$ cat config.mk
export PLATFORM = sky130hd
export DESIGN_NAME = note_pitch_to_sample_period
export DESIGN_NICKNAME = d
export VERILOG_FILES = /design/src/rtl/core/ntp_pkg.sv /design/src/rtl/core/ntp_front.sv /design/src/rtl/core/ntp_queue.sv /design/src/rtl/core/ntp_back.sv /design/src/rtl/core/note_pitch_to_sample_period.sv
export SDC_FILE = /design/constraint.sdc
export NUM_CORES = 2
export LEC_CHECK = 0
export ABC_AREA = 1
export BUFFER_PORTS_ARGS = -buffer_cell sky130_fd_sc_hd__buf_2
export CORE_MARGIN = 8
export CORE_UTILIZATION = 55
export DETAILED_ROUTE_END_ITERATION = 8
export PLACE_DENSITY = 0.75
export SLEW_MARGIN = 15
export SYNTH_ARGS = -nofsm -noshare
export SYNTH_HDL_FRONTEND = slang
export SYNTH_HIERARCHICAL = 1
export SYNTH_SLANG_ARGS = --single-unit
$ cat constraint.sdc
create_clock -name clk -period 9.3 [get_ports clk]
set_input_delay 0.93 -clock clk [delete_from_list [all_inputs] [get_ports clk]]
set_output_delay 0.93 -clock clk [all_outputs]
set_load 0.02 [all_outputs]
$ cat src/rtl/core/ntp_pkg.sv
// shared types, constants and the octave period table for the note to period block
`default_nettype none
package ntp_pkg;

	localparam int unsigned ToneW   = 16;
	localparam int unsigned NoteW   = 8;
	localparam int unsigned RateW   = 16;
	localparam int unsigned PeriodW = 16;
	localparam int unsigned FineW   = 7;
	localparam int unsigned PosW    = 4;   // position inside the octave, 0..11
	localparam int unsigned OctW    = 7;   // signed octave offset, -43..21
	localparam int unsigned OffW    = 10;  // offset semitone distance, 5..771
	localparam int unsigned QuoW    = 7;   // offset octave number, 0..64
	localparam int unsigned TabW    = 16;
	localparam int unsigned LoHiW   = 14;
	localparam int unsigned BlendW  = 22;
	localparam int unsigned NormW   = 15;

	// diff + DiffOffset is never negative; DiffOffset is a multiple of 12
	localparam logic signed [10:0] DiffOffset = 11'sd516;
	localparam logic [7:0]         OffOctaves = 8'd43;
	localparam logic [8:0]         Recip3     = 9'd171;  // 171/512 ~ 1/3
	localparam logic [PosW-1:0]    PosMax     = 4'd11;
	localparam logic [PosW-1:0]    PosTop     = 4'd12;
	localparam logic [7:0]         FineOne    = 8'h80;
	localparam logic [PeriodW-1:0] PeriodMin  = 16'd124;

	typedef struct packed {
		logic [FineW-1:0]       fine;
		logic [PosW-1:0]        pos;
		logic signed [OctW-1:0] oct;
		logic [RateW-1:0]       rate;
	} ntp_cls_t;

	function automatic logic [TabW-1:0] oct_period(input logic [PosW-1:0] idx);
		logic [TabW-1:0] v;
		case (idx)
			4'd0:    v = 16'h4000;
			4'd1:    v = 16'h43CE;
			4'd2:    v = 16'h47D7;
			4'd3:    v = 16'h4C1B;
			4'd4:    v = 16'h50A2;
			4'd5:    v = 16'h556D;
			4'd6:    v = 16'h5A82;
			4'd7:    v = 16'h5FE4;
			4'd8:    v = 16'h6598;
			4'd9:    v = 16'h6BA2;
			4'd10:   v = 16'h7209;
			4'd11:   v = 16'h78D0;
			4'd12:   v = 16'h8000;
			default: v = 16'h8000;
		endcase
		return v;
	endfunction

endpackage
`default_nettype wire

$ cat src/rtl/core/ntp_front.sv
// front end: accepts pitch requests and splits them into octave and position
`default_nettype none
module ntp_front
	import ntp_pkg::*;
(
	input  wire logic                 clk,
	input  wire logic                 arst_n,
	input  wire logic                 in_valid,
	output logic                      in_ready,
	input  wire logic [ToneW-1:0]     tone,
	input  wire logic [NoteW-1:0]     base_note,
	input  wire logic [RateW-1:0]     sample_rate,
	output logic                      cls_valid,
	input  wire logic                 cls_ready,
	output ntp_cls_t                  cls
);

	logic                   valid_s1, valid_s2;
	logic                   ready_s2;
	logic [OffW-1:0]        off_s1, off_s2;
	logic [FineW-1:0]       fine_s1, fine_s2;
	logic [RateW-1:0]       rate_s1, rate_s2;
	logic [QuoW-1:0]        quo_s2;

	logic signed [10:0]     diff;
	logic signed [10:0]     off_full;
	logic [15:0]            quo_prod;
	logic [OffW-1:0]        twelve_q;

	assign ready_s2 = !valid_s2 || cls_ready;
	assign in_ready = !valid_s1 || ready_s2;

	// coarse semitone is the arithmetic shift of tone by 7
	assign diff     = 11'($signed(tone[ToneW-1:FineW])) - $signed({3'b000, base_note});
	assign off_full = diff + DiffOffset;

	// off/12 as (off/4)/3 with a reciprocal multiply, exact for off/4 up to 192
	assign quo_prod = 16'(off_s1[OffW-1:2] * Recip3);

	always_ff @(posedge clk or negedge arst_n) begin
		if (!arst_n) begin
			valid_s1 <= 1'b0;
			valid_s2 <= 1'b0;
		end else begin
			if (in_ready)
				valid_s1 <= in_valid;
			if (ready_s2)
				valid_s2 <= valid_s1;
		end
	end

	always_ff @(posedge clk) begin
		if (in_ready && in_valid) begin
			off_s1  <= off_full[OffW-1:0];
			fine_s1 <= tone[FineW-1:0];
			rate_s1 <= sample_rate;
		end
		if (ready_s2 && valid_s1) begin
			off_s2  <= off_s1;
			fine_s2 <= fine_s1;
			rate_s2 <= rate_s1;
			quo_s2  <= quo_prod[15:9];
		end
	end

	assign twelve_q = {quo_s2, 3'b000} + {1'b0, quo_s2, 2'b00};

	always_comb begin
		cls.fine  = fine_s2;
		cls.rate  = rate_s2;
		cls.oct   = OctW'({1'b0, quo_s2} - OffOctaves);
		cls.pos   = PosW'(off_s2 - twelve_q);
	end

	assign cls_valid = valid_s2;

endmodule
`default_nettype wire

$ cat src/rtl/core/ntp_queue.sv
// two-entry queue between the front and back ends
`default_nettype none
module ntp_queue
	import ntp_pkg::*;
(
	input  wire logic      clk,
	input  wire logic      arst_n,
	input  wire logic      push_valid,
	output logic           push_ready,
	input  ntp_cls_t       push_data,
	output logic           pop_valid,
	input  wire logic      pop_ready,
	output ntp_cls_t       pop_data
);

	ntp_cls_t   entry_q [2];
	logic       wr_ptr_q, rd_ptr_q;
	logic [1:0] count_q;
	logic       push, pop;

	assign push_ready = (count_q != 2'd2);
	assign pop_valid  = (count_q != 2'd0);
	assign push       = push_valid && push_ready;
	assign pop        = pop_valid && pop_ready;
	assign pop_data   = entry_q[rd_ptr_q];

	always_ff @(posedge clk or negedge arst_n) begin
		if (!arst_n) begin
			wr_ptr_q <= 1'b0;
			rd_ptr_q <= 1'b0;
			count_q  <= 2'd0;
		end else begin
			if (push)
				wr_ptr_q <= !wr_ptr_q;
			if (pop)
				rd_ptr_q <= !rd_ptr_q;
			if (push && !pop)
				count_q <= count_q + 2'd1;
			else if (pop && !push)
				count_q <= count_q - 2'd1;
		end
	end

	always_ff @(posedge clk) begin
		if (push)
			entry_q[wr_ptr_q] <= push_data;
	end

endmodule
`default_nettype wire

$ cat src/rtl/core/ntp_back.sv
// back end: rate scaling, table interpolation and period clamping
`default_nettype none
module ntp_back
	import ntp_pkg::*;
(
	input  wire logic                clk,
	input  wire logic                arst_n,
	input  wire logic                cls_valid,
	output logic                     cls_ready,
	input  ntp_cls_t                 cls,
	output logic                     out_valid,
	input  wire logic                out_ready,
	output logic [PeriodW-1:0]       period
);

	logic                   valid_s1, valid_s2, valid_s3, valid_s4;
	logic                   ready_s2, ready_s3, ready_s4;
	logic [RateW-1:0]       rate_s1;
	logic [TabW-1:0]        tlo_s1, thi_s1;
	logic [FineW-1:0]       fine_s1, fine_s2;
	logic [LoHiW-1:0]       lo_s2, hi_s2;
	logic [NormW-1:0]       p_s3;
	logic [PeriodW-1:0]     period_s4;

	logic [RateW-1:0]       rate_x8;
	logic [RateW-1:0]       rate_sc;
	logic [OctW-1:0]        oct_neg;
	logic [PosW-1:0]        pos_c;
	logic [31:0]            lo_prod, hi_prod;
	logic [BlendW-1:0]      blend;
	logic [PeriodW-1:0]     norm;

	assign ready_s4  = !valid_s4 || out_ready;
	assign ready_s3  = !valid_s3 || ready_s4;
	assign ready_s2  = !valid_s2 || ready_s3;
	assign cls_ready = !valid_s1 || ready_s2;

	// octave shift of the rate word, zero once the shift reaches 16
	always_comb begin
		rate_x8 = {cls.rate[RateW-4:0], 3'b000};
		oct_neg = OctW'(-cls.oct);
		rate_sc = rate_x8;
		if (!cls.oct[OctW-1] && cls.oct != '0) begin
			if (cls.oct[OctW-2:4] == '0)
				rate_sc = rate_x8 >> cls.oct[3:0];
			else
				rate_sc = '0;
		end else if (cls.oct[OctW-1]) begin
			if (oct_neg[OctW-1:4] == '0)
				rate_sc = rate_x8 << oct_neg[3:0];
			else
				rate_sc = '0;
		end
		pos_c = (cls.pos > PosMax) ? PosMax : cls.pos;
	end

	assign lo_prod = 32'(tlo_s1) * 32'(rate_s1);
	assign hi_prod = 32'(thi_s1) * 32'(rate_s1);

	assign blend = BlendW'(lo_s2) * BlendW'(fine_s2)
		+ BlendW'(hi_s2) * BlendW'(FineOne - {1'b0, fine_s2});

	// short periods double until they reach the minimum; a zero period becomes the minimum
	always_comb begin
		norm = PeriodW'(p_s3);
		if (norm == '0)
			norm = PeriodMin;
		for (int i = 0; i < 7; i++) begin
			if (norm < PeriodMin)
				norm = {norm[PeriodW-2:0], 1'b0};
		end
	end

	always_ff @(posedge clk or negedge arst_n) begin
		if (!arst_n) begin
			valid_s1 <= 1'b0;
			valid_s2 <= 1'b0;
			valid_s3 <= 1'b0;
			valid_s4 <= 1'b0;
		end else begin
			if (cls_ready)
				valid_s1 <= cls_valid;
			if (ready_s2)
				valid_s2 <= valid_s1;
			if (ready_s3)
				valid_s3 <= valid_s2;
			if (ready_s4)
				valid_s4 <= valid_s3;
		end
	end

	always_ff @(posedge clk) begin
		if (cls_ready && cls_valid) begin
			rate_s1 <= rate_sc;
			tlo_s1  <= oct_period(PosMax - pos_c);
			thi_s1  <= oct_period(PosTop - pos_c);
			fine_s1 <= cls.fine;
		end
		if (ready_s2 && valid_s1) begin
			lo_s2   <= lo_prod[31:18];
			hi_s2   <= hi_prod[31:18];
			fine_s2 <= fine_s1;
		end
		if (ready_s3 && valid_s2)
			p_s3 <= blend[NormW+6:7];
		if (ready_s4 && valid_s3)
			period_s4 <= norm;
	end

	assign out_valid = valid_s4;
	assign period    = period_s4;

endmodule
`default_nettype wire

$ cat src/rtl/core/note_pitch_to_sample_period.sv
// Note pitch to sample playback period. Each transaction on the input carries a
// pitch in 1/128 semitones, the instrument's base note and its sample rate word,
// and yields one period transaction (124..32767). One request is taken per clock
// while the pipeline is not stalled. A request passes through two front stages
// (semitone split, divide by 12 through a reciprocal multiply), one slot of a
// two-entry queue, and four back stages (octave shift and table fetch, the two
// table-by-rate multiplies, the blend multiplies, the short-period doubling into
// the output register). Results come out in order.
`default_nettype none
module note_pitch_to_sample_period
	import ntp_pkg::*;
(
	input  wire logic                clk,
	input  wire logic                arst_n,
	input  wire logic                in_valid,
	output logic                     in_ready,
	input  wire logic [ToneW-1:0]    tone,
	input  wire logic [NoteW-1:0]    base_note,
	input  wire logic [RateW-1:0]    sample_rate,
	output logic                     out_valid,
	input  wire logic                out_ready,
	output logic [PeriodW-1:0]       period
);

	ntp_cls_t front_cls, back_cls;
	logic     front_valid, front_ready;
	logic     back_valid, back_ready;

	ntp_front u_front (
		.clk         (clk),
		.arst_n      (arst_n),
		.in_valid    (in_valid),
		.in_ready    (in_ready),
		.tone        (tone),
		.base_note   (base_note),
		.sample_rate (sample_rate),
		.cls_valid   (front_valid),
		.cls_ready   (front_ready),
		.cls         (front_cls)
	);

	ntp_queue u_queue (
		.clk        (clk),
		.arst_n     (arst_n),
		.push_valid (front_valid),
		.push_ready (front_ready),
		.push_data  (front_cls),
		.pop_valid  (back_valid),
		.pop_ready  (back_ready),
		.pop_data   (back_cls)
	);

	ntp_back u_back (
		.clk       (clk),
		.arst_n    (arst_n),
		.cls_valid (back_valid),
		.cls_ready (back_ready),
		.cls       (back_cls),
		.out_valid (out_valid),
		.out_ready (out_ready),
		.period    (period)
	);

endmodule
`default_nettype wire
==> impl_metrics.toml <==
[flow_run]
drv_cap = 0

[clocking]
cts_setup_buffers = 0
hold_buffers = 0
cts_tree = "built"
clk_path_buf_depth = 3
clk_latency_ps = 580
cts_sinks = 254
htreeDepth = 1
clock-root-buffer = "clkbuf_16"
cts-buffers-inserted = 28
cts-resized-gates = 0
clk_pin_slew_ps = 60

[floorplan]
fp-row-count = 93
die_h_um = 270
coreArea_um2 = 64000
start_util = 0.553
dieWidth_um = 270
dieArea_um2 = 72700
ioPinCount = 62

[timing]
period_share = 0.807
skew_ps = 21.9
rsz0062_at_grt = "no"
setup_tns_ps = 0
finalHoldViolCount = 0
slew_headroom = 0.249
fmax_mhz = 133
tightest_slew_ps = 1130
slew_violations = 0
period_needed_ps = 7510
setup_violations = 0

[setup_path]
crit_slowest_cell = "xor2_1"
cp-end-kind = "flip-flop"
critical_path.max_stage_delay_ps = 870
cp-start-kind = "flip-flop"
worstPathArrival_ps = 7820
critPathKind = "reg2reg"
crit_required_ps = 9620
critPathMaxFanout = 29
cpMostUsedCell = "inv_1"

[final_layout]
fill_cells = 5502
area_growth_pct = 5.18
num_antenna_cells = 0
multi_input_area_um2 = 23200
drive_gt1_frac = 0.0491
nets = 4947
seq_area_um2 = 7580

[routing]
num_vias = 25036
firstDrtPassIters = 5
drtIter0Drc = 1587
vias_per_cell = 5.15
antenna_left = 0
drc_errors = 0
wl_um = 74600
routedWlPerCell_um = 15.3

[global_route]
grt_pass1_vias = 26753
grt_pass1_wl_um = 128000
grtUsageTotal = 0.210
antenna_found_initial = 1
grt_max_degree = 56
overflow = 0

[placement]
gp_congestion = 0.894
hpwl_um = 60200
numPortBuffers = 58

[synthesis]
synth_area_um2 = 35400
postSynthCellCount = 4035
ys_warn_count = 6
avgSynthCellArea_um2 = 8.76

[hold_path]
hp-class = "in2async"

[outcome]
status = "complete, no violations"
[critical path, delay by kind of cell (launching register included)]
| family | cells | cell delay [ps] |
|---|---|---|
| adders and majority gates | 8 | 3160 |
| buffers and inverters | 7 | 560 |
| DFF | 1 | 350 |
| and+or+nand+nor | 9 | 1300 |
| xor gates and xnor gates | 2 | 1000 |
| AOI/OAI and AO/OA | 5 | 890 |
[layout make-up]
class	count	area share
Clock inverter	19	0.00518
Timing Repair Buffer	84	0.0131
Multi-Input combinational cell	2564	0.623
Inverter	1058	0.107
Clock buffer	32	0.0192
Tap cell	855	0.0288
Sequential cell	254	0.204
[final timing paths]
path | cells after the start | from | to | slack [ps]
min reg2reg | 0 | u_front/off_s1[1]$_DFFE_PP_ | u_front/off_s2[1]$_DFFE_PP_ | 420
min in group clk | 0 | u_front/off_s1[1]$_DFFE_PP_ | u_front/off_s2[1]$_DFFE_PP_ | 420
min | 1 | arst_n | u_front/valid_s1$_DFFE_PN0N_ | 210
max | 31 | u_back/fine_s2[0]$_DFFE_PP_ | u_back/p_s3[14]$_DFFE_PP_ | 1790
max reg2reg | 31 | u_back/fine_s2[0]$_DFFE_PP_ | u_back/p_s3[14]$_DFFE_PP_ | 1790
max in group asynchronous | 1 | arst_n | u_back/out_valid$_DFFE_PN0P_ | 8870
[layout by cell type (no fill, tap or decap), drive strengths merged, types with 6 or more instances in the layout]
master and instances:
nand2 1059, inv 1057, fa 565, ha 348, edfxtp 244, nor2 159, a21oi 84, buf 84
o21ai 80, nand3 59, xor2 41, clkbuf 32, xnor2 30, nand4 18, a21o 15, clkinv 15
o22ai 13, o211ai 12, o221ai 11, dfrtp 10, a31oi 8, nor3 8, or2 6, o21a 6
a22oi 6, o21bai 6
[layer usage]
layer / up-vias / track usage / part of all wire
li1: 11899 / - / -
met3: 165 / 0.0287 / 0.063
met5: - / 0 / 0
met2: 813 / 0.374 / 0.50
met4: 0 / 0.0633 / 0.029
met1: 12159 / 0.265 / 0.41
[sequential cells by signal, indices dropped and copies added (netlist names), 2 cells and up]
signal,count
u_back/p_s3,15
u_back/rate_s1,16
u_front/quo_s2,7
u_back/thi_s1,16
u_front/off_s1,10
u_front/rate_s1,13
u_front/off_s2,4
u_front/fine_s2,7
u_back/fine_s1,7
u_queue/count_q,2
u_back/period,16
u_queue/entry_q,62
u_back/tlo_s1,16
u_front/fine_s1,7
u_back/lo_s2,14
u_back/hi_s2,14
u_back/fine_s2,7
u_front/rate_s2,13
[per-stage QoR]
stage               setup WS (ps)  utilization  cells  instance area, um2  hold WS [ps]
global placement             1870        0.567   4815               36300           402
global route                 1320        0.581   4866               37200           215
detailed placement           1810        0.567   4815               36300           405
CTS                          1790        0.581   4866               37200           194
finish                       1790        0.581   4866               37200           209
floorplan                    2310            -   4036               35400           400
Power is left out: the tool's default activity adds up to more than one toggle a clock period on the data nets, which glitch-free logic cannot reach.
